===== src/tlh_pkg.sv =====
// Package for the two-lane hash core: constants, op codes and shared types.
// No dependencies; used by every module in src.
package tlh_pkg;

  localparam int unsigned MaxOps = 6;
  localparam logic [63:0] HashM1 = 64'hd36463187cc70d7b;
  localparam logic [63:0] HashM2 = 64'hb597d0ceca3f6e07;
  localparam logic [29:0] IdxMax = 30'h3FFFFFFF;

  localparam logic [2:0] RegOpCount = 3'd0;
  localparam logic [2:0] RegOpKinds = 3'd1;
  // First op argument register; arguments follow in slot order.
  localparam logic [2:0] RegOpArg0  = 3'd2;

  localparam logic [3:0] OpMul    = 4'd0;
  localparam logic [3:0] OpXsl    = 4'd1;
  localparam logic [3:0] OpXsr    = 4'd2;
  localparam logic [3:0] OpXorRor = 4'd3;
  localparam logic [3:0] OpAdd    = 4'd4;
  localparam logic [3:0] OpXor    = 4'd5;
  localparam logic [3:0] OpNot    = 4'd6;
  localparam logic [3:0] OpBswap  = 4'd7;
  localparam logic [3:0] OpAddShl = 4'd8;
  localparam logic [3:0] OpSubShl = 4'd9;
  localparam logic [3:0] OpSub    = 4'd10;
  localparam logic [3:0] OpRol    = 4'd11;

  // Kind of work the back end does for one queued word.
  typedef enum logic [1:0] {
    AbsSkip = 2'd0,
    AbsH    = 2'd1,
    AbsV    = 2'd2
  } abs_kind_e;

  // One classified word as it sits in the queue.
  typedef struct packed {
    logic        first;
    logic [31:0] len;
    abs_kind_e   kind;
    logic [63:0] word;
    logic        last;
  } tlh_cmd_t;

  function automatic logic [63:0] rotr64(logic [63:0] x, logic [5:0] s);
    rotr64 = (x >> s) | (x << (7'd64 - {1'b0, s}));
  endfunction

  function automatic logic [63:0] rotl64(logic [63:0] x, logic [5:0] s);
    rotl64 = (x << s) | (x >> (7'd64 - {1'b0, s}));
  endfunction

endpackage


===== src/tlh_queue.sv =====
// Two-entry queue between front and back ends of the hash core.
// Depends on tlh_pkg.
module tlh_queue (
  input  logic              clk_i,
  input  logic              rst_ni,
  input  logic              wr_valid_i,
  output logic              wr_ready_o,
  input  tlh_pkg::tlh_cmd_t wr_data_i,
  output logic              rd_valid_o,
  input  logic              rd_ready_i,
  output tlh_pkg::tlh_cmd_t rd_data_o
);
  import tlh_pkg::*;

  tlh_cmd_t    mem_q [2];
  logic        wp_q, rp_q;
  logic [1:0]  cnt_q;
  logic        wr, rd;

  assign wr_ready_o = cnt_q != 2'd2;
  assign rd_valid_o = cnt_q != 2'd0;
  assign rd_data_o  = mem_q[rp_q];
  assign wr = wr_valid_i && wr_ready_o;
  assign rd = rd_valid_o && rd_ready_i;

  always_ff @(posedge clk_i) begin
    if (wr) begin
      mem_q[wp_q] <= wr_data_i;
    end
  end

  always_ff @(posedge clk_i or negedge rst_ni) begin
    if (!rst_ni) begin
      wp_q  <= 1'b0;
      rp_q  <= 1'b0;
      cnt_q <= '0;
    end else begin
      if (wr) wp_q <= ~wp_q;
      if (rd) rp_q <= ~rp_q;
      cnt_q <= cnt_q + {1'b0, wr} - {1'b0, rd};
    end
  end

endmodule


===== config.mk =====
export PLATFORM = sky130hd
export DESIGN_NAME = tlh_queue
export DESIGN_NICKNAME = d
export VERILOG_FILES = /design/src/tlh_pkg.sv /design/src/tlh_queue.sv
export SDC_FILE = /design/constraint.sdc
export NUM_CORES = 1
export LEC_CHECK = 0
export ABC_CLOCK_PERIOD_IN_PS = 6500
export BUFFER_PORTS_ARGS = -buffer_cell sky130_fd_sc_hd__buf_2
export CAP_MARGIN = 20
export CORE_MARGIN = 4
export CORE_UTILIZATION = 45
export DETAILED_ROUTE_END_ITERATION = 7
export PLACE_DENSITY = 0.7
export SLEW_MARGIN = 20
export SYNTH_ARGS = -nofsm -noshare
export SYNTH_HDL_FRONTEND = slang
export SYNTH_SLANG_ARGS = --single-unit

===== constraint.sdc =====
create_clock -name clk_i -period 6.5 [get_ports clk_i]
set_clock_uncertainty 0.2 [all_clocks]
set_input_delay 0.65 -clock clk_i [delete_from_list [all_inputs] [get_ports clk_i]]
set_output_delay 0.65 -clock clk_i [all_outputs]
set_load 0.005 [all_outputs]

==> reports/metrics.yaml <==
timing:
  whs_ps: 156
  finalSetupTns_ps: 0
  hold_viol: 0
  setup_viol: 0
  worst_slew_pin_slew_ps: 1110
  fmaxAchievable_mhz: 306
  relSlewSlack_pct: 26.3
  period_needed_ps: 3270
  period_share_pct: 50.2
  setup_ws_ps: 3230
  rsz0062_at_grt: "false"
  slew_violations: 0
clock_tree:
  cts_buffer_depth: 3
  cts_buffers: 21
  insertion_delay_ps: 470
  postCtsSetupBuffers: 0
  clk_pin_slew_worst_paths_ps: 60
  cts_tree: "built"
  htreeDepth: 1
  cts_root_buf: "clkbuf_16"
  cts.sink_count: 204
finish:
  utilization_pct: 56.2
  fin_nets: 656
  antenna_cells: 0
  drive_gt1_share_pct: 60.3
  design_area_sq_um: 9690
  area_growth_pct: 23.3
global_route:
  grtUsageTotal_pct: 13.4
  grt_pass1_vias: 4024
  grt_first_pass_wirelength_mm: 20.9
  antenna_found_initial: 2
  grt_max_degree: 79
  grt_overflow: 0
synthesis:
  yosysTopAreaCell: "edfxtp_1"
  synth_top_area_share_pct: 76.4
  synth_seq_cells: 204
  yosysSeqAreaShare_pct: 77.7
  yosysUniqueCellTypes: 17
  syn_area_sq_um: 7860
  syn_inst: 328
  synth_edf_count: 200
  syn_nets: 434
  synth_warnings: 0
  synth_area_per_cell_sq_um: 24.0
  synth_ff_type: "edfxtp_1"
  yosys-top-cells-area: "edfxtp_1 (76%), mux2_4 (17%), buf_12 (2.3%), mux2_2 (1.4%), dfrtp_1 (1.3%)"
  synth_async_sr_flop_share_pct: 1.96
drt:
  drtPass1Iterations: 4
  wirelength_mm: 13.8
  first_iter_violations: 147
  ant_nets: 0
  vias: 3767
  drcViolationCount: 0
  viasPerCell: 4.77
  wl_per_cell_um: 17.5
place:
  hpwl_mm: 9.10
  portBuffers: 205
  place_area_sq_um: 9040
  dp_slack_ps: 3430
  gp_congestion: 0.741
critical_path:
  crit_path_start_kind: "flip-flop"
  critPathBufInv: 2
  cp_top_family: "flip-flops"
  crit_path_end_kind: "primary output"
  critPathRequiredTime_ps: 5650
  path_max_fanout: 35
  reg2reg_depth: 4
  cp_slowest_cell: "dfrtp_4"
  crit_cells: 3
  cp.arrival_ps: 2420
  slowest_delay_ps: 740
  path_class: "reg -> out"
  crit_path_cell_trace: "buf_4 -> mux2_2 -> buf_2"
power_and_ir_drop:
  p_int_uw: 3170
  powerDensity_nw_per_um2: 443
  p_comb_share_pct: 29.3
  swShare_pct: 26.2
  clkPwrFrac_pct: 26.0
  p_leak_uw: 0.00388
  seqPwrFrac_pct: 44.7
  ir_worst_vdd_mv: 0.260
  switching_power_uw: 1120
floorplan:
  core_area_sq_um: 17200
  ios: 206
  dieArea_sq_um: 19700
  die_w_um: 140
  rows: 48
  fp.dieH_um: 140
  start_util_pct: 45.6
flow_run:
  maxCapViolCount: 0
outcome:
  status: "finished, final reports clean"
hold_path:
  hold_depth: 1
  hold_class: "in -> reg"
-- flip-flops by register name (all words and copies together), names as in the netlist --
signal / count
mem_q: 200
cnt_q: 2
rp_q: 1
wp_q: 1
-- cell families (layout without fill, tap and decap cells) --
kind of cell               count (synthesis)  count (layout)  share of synthesized area (%)
DFF                                      204             204                           77.7
muxes                                    100             100                           18.6
buffers and inverters                     12             248                           2.55
and+or+nand+nor                            6               6                          0.414
xor gates and xnor gates                   4               4                          0.446
adders and majority gates                  2               2                          0.318
-- power groups by stage --
| stage | clock network [uW] | logic (uW) | registers [uW] |
|---|---|---|---|
| global placement | 0 | 1200 | 2000 |
| CTS | 1150 | 1290 | 1930 |
| floorplan | 0 | 966 | 1920 |
| finish | 1120 | 1260 | 1920 |
| global route | 1210 | 1350 | 1950 |
| detailed placement | 0 | 1290 | 1950 |
-- what timing repair did --
action                                 CTS  global route
endpoints found under the hold margin    4             0
resized for setup                        0             0
hold buffers                             1             0
-- placed cells by master, fill, tap and decap left out, drive strengths merged --
master | netlist | layout
or2 | 1 | 1
inv | 1 | 1
buf | 11 | 209
ha | 2 | 2
clkinv | 0 | 12
nand2 | 1 | 1
xor2 | 1 | 1
edfxtp | 200 | 200
xnor2 | 3 | 3
and3 | 1 | 1
mux2 | 100 | 100
and2 | 1 | 1
nand2b | 1 | 1
nor2 | 1 | 1
dfrtp | 4 | 4
bufinv | 0 | 2
clkbuf | 0 | 23
dlygate4sd3 | 0 | 1
-- cell type report --
type	count	area, sq um
sequential	204	6110
clock buffer	23	533
fill	1345	7540
inverter	1	3.75
multi-input combinational	112	1570
timing repair buffer	210	1090
clock inverter	14	111
tap	225	282
-- per-stage QoR --
stage	std cells	total power, uW
finish	789	4290
global route	789	4520
global placement	750	3200
CTS	789	4370
detailed placement	751	3240
floorplan	328	2880
-- synthesized netlist by cell type (all sizes together) (2+ instances only) --
cell type and count:
buf 11, edfxtp 200, mux2 100, dfrtp 4, xnor2 3, ha 2
-- worst paths after layout --
check / startpoint / end / slack, ps
min in group asynchronous: rst_ni / rp_q / 310
max in group asynchronous: rst_ni / rp_q / 5650
setup reg to reg: cnt_q[1] / mem_q[0][34] / 3650
hold / removal: wr_data_i[30] / mem_q[0][30] / 160
hold reg to reg: cnt_q[0] / cnt_q[0] / 330
setup / recovery: rp_q / rd_data_o[99] / 3230
-- per-layer routing --
layer,vias to the layer above,GRT usage (%),share of wire (%)
li1,1746,-,-
met3,27,5.09,9.5
met2,151,23.7,51
met5,-,0,0.16
met4,4,3.37,1.9
met1,1839,15.3,37
No activity file was read; power rests on OpenSTA's default activity.
