## src/tlh_pkg.sv

```systemverilog
// Package for the two-lane hash core: constants, op codes and shared types.
// No dependencies; used by every module in src.
package tlh_pkg;

  localparam int unsigned MaxOps = 6;
  localparam logic [63:0] HashM1 = 64'hd36463187cc70d7b;
  localparam logic [63:0] HashM2 = 64'hb597d0ceca3f6e07;
  localparam logic [29:0] IdxMax = 30'h3FFFFFFF;

  localparam logic [2:0] RegOpCount = 3'd0;
  localparam logic [2:0] RegOpKinds = 3'd1;
  // First op argument register; arguments follow in slot order.
  localparam logic [2:0] RegOpArg0  = 3'd2;

  localparam logic [3:0] OpMul    = 4'd0;
  localparam logic [3:0] OpXsl    = 4'd1;
  localparam logic [3:0] OpXsr    = 4'd2;
  localparam logic [3:0] OpXorRor = 4'd3;
  localparam logic [3:0] OpAdd    = 4'd4;
  localparam logic [3:0] OpXor    = 4'd5;
  localparam logic [3:0] OpNot    = 4'd6;
  localparam logic [3:0] OpBswap  = 4'd7;
  localparam logic [3:0] OpAddShl = 4'd8;
  localparam logic [3:0] OpSubShl = 4'd9;
  localparam logic [3:0] OpSub    = 4'd10;
  localparam logic [3:0] OpRol    = 4'd11;

  // Kind of work the back end does for one queued word.
  typedef enum logic [1:0] {
    AbsSkip = 2'd0,
    AbsH    = 2'd1,
    AbsV    = 2'd2
  } abs_kind_e;

  // One classified word as it sits in the queue.
  typedef struct packed {
    logic        first;
    logic [31:0] len;
    abs_kind_e   kind;
    logic [63:0] word;
    logic        last;
  } tlh_cmd_t;

  function automatic logic [63:0] rotr64(logic [63:0] x, logic [5:0] s);
    rotr64 = (x >> s) | (x << (7'd64 - {1'b0, s}));
  endfunction

  function automatic logic [63:0] rotl64(logic [63:0] x, logic [5:0] s);
    rotl64 = (x << s) | (x >> (7'd64 - {1'b0, s}));
  endfunction

endpackage

```

## src/tlh_front.sv

```systemverilog
// Front end of the hash core: tracks word position and classifies each word.
// Depends on tlh_pkg.
module tlh_front (
  input  logic             clk_i,
  input  logic             rst_ni,
  input  logic             in_valid_i,
  output logic             in_ready_o,
  input  logic [63:0]      data_word_i,
  input  logic [31:0]      total_len_i,
  input  logic             first_word_i,
  input  logic             last_word_i,
  output logic             cmd_valid_o,
  input  logic             cmd_ready_i,
  output tlh_pkg::tlh_cmd_t cmd_o
);
  import tlh_pkg::*;

  logic [29:0] idx_q, idx_d, idx;
  logic [31:0] len_q, len_d, len;
  logic [30:0] full_w;
  logic [63:0] mask;
  logic        acc;
  abs_kind_e   kind;

  assign in_ready_o  = cmd_ready_i;
  assign cmd_valid_o = in_valid_i;
  assign acc         = in_valid_i && cmd_ready_i;

  always_comb begin
    len    = first_word_i ? total_len_i : len_q;
    idx    = first_word_i ? '0 : idx_q;
    full_w = {len[31:4], 3'b0} >> 2;
    mask   = (64'd1 << {len[2:0], 3'b0}) - 64'd1;
    kind   = AbsSkip;
    if ({1'b0, idx} < full_w) begin
      kind = idx[0] ? AbsV : AbsH;
    end else if (len[3] && {1'b0, idx} == full_w) begin
      kind = AbsH;
    end else if (len[2:0] != 3'd0 && {2'b0, idx} == len[31:3]) begin
      kind = AbsV;
    end
    cmd_o.first = first_word_i;
    cmd_o.len   = total_len_i;
    cmd_o.kind  = kind;
    cmd_o.word  = (kind == AbsV && len[2:0] != 3'd0 && {2'b0, idx} == len[31:3]
                   && {1'b0, idx} >= full_w) ? (data_word_i & mask) : data_word_i;
    cmd_o.last  = last_word_i;
    idx_d = idx_q;
    len_d = len_q;
    if (acc) begin
      len_d = len;
      idx_d = (idx < IdxMax) ? idx + 30'd1 : idx;
    end
  end

  always_ff @(posedge clk_i or negedge rst_ni) begin
    if (!rst_ni) begin
      idx_q <= '0;
      len_q <= '0;
    end else begin
      idx_q <= idx_d;
      len_q <= len_d;
    end
  end

endmodule

```

## config.mk

```make
export PLATFORM = sky130hd
export DESIGN_NAME = tlh_front
export DESIGN_NICKNAME = d
export VERILOG_FILES = /design/src/tlh_pkg.sv /design/src/tlh_front.sv
export SDC_FILE = /design/constraint.sdc
export NUM_CORES = 1
export LEC_CHECK = 0
export BUFFER_PORTS_ARGS = -buffer_cell sky130_fd_sc_hd__clkbuf_2
export CORE_MARGIN = 1.5
export CORE_UTILIZATION = 40
export DETAILED_ROUTE_END_ITERATION = 6
export PLACE_DENSITY = 0.68
export RECOVER_POWER = 25
export SKIP_LAST_GASP = 1
export SLEW_MARGIN = 25
export SYNTH_ARGS = -nofsm -noshare
export SYNTH_HDL_FRONTEND = slang
export SYNTH_SLANG_ARGS = --single-unit
```

## constraint.sdc

```tcl
create_clock -name clk_i -period 5.4 [get_ports clk_i]
set_input_delay 0.54 -clock clk_i [delete_from_list [all_inputs] [get_ports clk_i]]
set_output_delay 0.54 -clock clk_i [all_outputs]
set_load 0.02 [all_outputs]
```

==> flow_metrics.py <==
metrics = {
    "sta": {
        "clock.fmax_ghz": 0.204,
        "setup-violations-final": 0,
        "setup_tns_ns": 0,
        "min_period_over_period_pct": 90.7,
        "max_slew.worst_pin.slew_ns": 3.39,
        "finalMaxSlewViolations": 63,
        "grt_setup_unrepaired": "no",
        "finalHoldViolCount": 0,
        "fin_skew_ns": 0.00688,
        "slew_headroom_pct": -126,
        "finalCriticalPeriod_ns": 4.90,
    },
    "yosys": {
        "yosysMostFrequentCell": "nand2_1",
        "synth-edff-count": 0,
        "avgSynthCellArea_um2": 9.05,
        "synth_top_cell_by_area": "dfrtp_1",
        "synth.top_cells.by_area": "dfrtp_1 (31%), ha_1 (7.4%), mux2_2 (7.3%)",
        "synthFlopType": "dfrtp_1",
        "syn-instance-count": 559,
        "async_flop_share_pct": 100,
        "synthesis.area_mm2": 0.00506,
        "synth_seq_cells": 62,
        "seq_area_frac_synth_pct": 30.7,
        "synthesis.nets": 691,
        "synth_cell_type_count": 48,
        "yosys_warnings": 0,
        "synth_top_area_share_pct": 30.7,
        "synth_commonest_cells": "nand2_1 (66), dfrtp_1 (62), buf_4 (37)",
    },
    "detailed_routing": {
        "routed-via-count": 4454,
        "dr.pass1.iters": 4,
        "antenna_left": 0,
        "drc": 0,
        "drt-total-wl_mm": 12.6,
        "via_per_inst": 5.19,
        "drt_iter0_markers": 241,
        "wire_per_inst_um": 14.6,
    },
    "clock_network": {
        "clock_path_buffers": 2,
        "cts_buffers": 9,
        "cts-root-buf": "clkbuf_16",
        "tritoncts": "done",
        "postCtsSetupRepairBufs": 0,
        "h-tree-depth": 3,
        "clk_latency_ns": 0.33,
        "path_clk_slew_ns": 0.06,
        "cts_resized": 0,
        "cts_hold_buffers": 0,
        "clkSinkCount": 62,
    },
    "setup_path": {
        "startpoint_type": "input pin",
        "critPathKind": "in2out",
        "arrival_ns": 4.36,
        "required_ns": 4.86,
        "path_cells": "buf_4 > nor2b_1 > ha_1 > nand4_1 > nor4_1 > nand2_1 > or3_1 > a21o_1 > o21a_1 > clkbuf_2",
        "slowest_stage": "buf_4",
        "end_kind": "output port",
        "path_max_fanout": 83,
        "cp_slowest_stage_delay_ns": 0.74,
    },
    "die": {
        "die_w_um": 115,
        "row_count": 40,
        "fp.dieArea_mm2": 0.0133,
        "ioPinCount": 204,
        "die_h_um": 115,
        "start_util_pct": 41.6,
        "core_mm2": 0.0122,
    },
    "place": {
        "dp_hpwl_mm": 9.42,
        "numPortBuffers": 185,
        "gp_congestion": 0.940,
    },
    "flow_run": {
        "max-cap-violations": 1,
    },
    "layout": {
        "n_antenna_cell": 0,
        "final_layout_size_suffix_gt1_share_pct": 35.6,
        "fin_util_pct": 50.2,
        "fin_nets": 818,
        "fill_cells": 1135,
        "area_growth_syn_to_layout_pct": 20.5,
    },
    "power": {
        "total_power_mw": 1.52,
        "power_density_mw_per_mm2": 248,
        "leakagePower_nw": 2.91,
        "peakVddDrop_mv": 0.181,
    },
    "outcome": {
        "violations": "capacitance limit, slew limit",
        "status": "finished with violations",
    },
    "hold_path": {
        "hold_path.class": "in2reg",
    },
    "grt": {
        "grt_max_degree": 84,
        "first_global_vias": 3950,
        "antenna_found_initial": 0,
        "grtUsageTotal_pct": 18.0,
        "grt_overflow": 0,
        "grt_pass1_wl_mm": 19.0,
    },
}
[cell families (layout without fill, tap and decap cells)]
kind of cell | after synthesis | count (layout) | share of synthesized area (%)
buffers and inverters | 79 | 211 | 9.05
and+or+nand+nor | 228 | 228 | 25.1
xor gates and xnor gates | 28 | 28 | 4.85
adders and majority gates | 30 | 30 | 7.42
DFF | 62 | 62 | 30.7
muxes | 68 | 68 | 14.3
AOI/OAI and AO/OA | 64 | 64 | 8.63
[cell usage in the layout, fill, tap and decap left out, drive strengths merged, types with 2 or more instances in the layout]
cell	n
or2	2
mux2i	34
nand4	14
nand2	67
mux2	34
a32oi	2
nor2	17
ha	30
xor2	8
nor2b	34
or3	4
dfrtp	62
and2	27
nor3	19
clkbuf	195
or4	3
a21o	4
inv	8
xnor2	20
o21ai	8
buf	2
o21a	26
a21oi	13
nand3	12
and4b	4
o211ai	2
a211oi	4
clkinv	3
nor4	19
bufinv	2
[flip-flops by register name (all words and copies together) (netlist names)]
register,cells
len_q,32
idx_q,30
[where the power goes]
group / total (mW) / switching (mW) / internal (mW)
registers: 0.551 / 0.0340 / 0.517
clock network: 0.611 / 0.209 / 0.403
logic: 0.353 / 0.199 / 0.154
[routing by layer]
| metal | routed length, um | global-route usage, % | share of wire (%) |
|---|---|---|---|
| met5 | 0 | 0 | 0 |
| met4 | 123 | 5.02 | 0.98 |
| met3 | 620 | 3.71 | 4.9 |
| met2 | 6280 | 30.2 | 50 |
| met1 | 5540 | 23.5 | 44 |
[area by class of cell]
cell class,instances,area [um2],share of cell area [%]
clock inverters,6,86.3,1.42
flip-flops and latches,62,1550,25.4
well taps,168,210,3.45
repair buffers,187,940,15.4
multi-input cells,418,3050,50.1
inverters,8,30.0,0.492
clock buffers,10,229,3.75
[stage by stage]
stage	area (um2)	worst slack, ns	cells	hold WS, ns
2_1_floorplan	5060	0.694	559	0.244
3_3_place_gp	5790	0.767	843	0.486
3_5_place_dp	5790	0.665	843	0.491
4_1_cts	6100	0.557	859	0.418
5_1_grt	6100	0.276	859	0.478
6_report	6100	0.503	859	0.472
[worst paths after layout]
check	to	slack, ns	cells past startpoint	from
max	cmd_o[11]	0.50	10	first_word_i
min	len_q[24]	0.47	2	total_len_i[24]
max reg2reg	idx_q[9]	2.18	7	idx_q[0]
min reg2reg	len_q[20]	0.50	1	len_q[20]
max in group asynchronous	len_q[7]	2.04	2	rst_ni
min in group asynchronous	len_q[28]	1.43	2	rst_ni
[critical path: cells and delay by family]
family                   cells  cell delay (ns)
AND/OR/NAND/NOR              5             1.63
buffers and inverters        2             0.89
AO/OA/AOI/OAI                2             0.84
adder cells (fa/ha/maj)      1             0.39
Note: power is estimated with default switching activity, not from simulation.
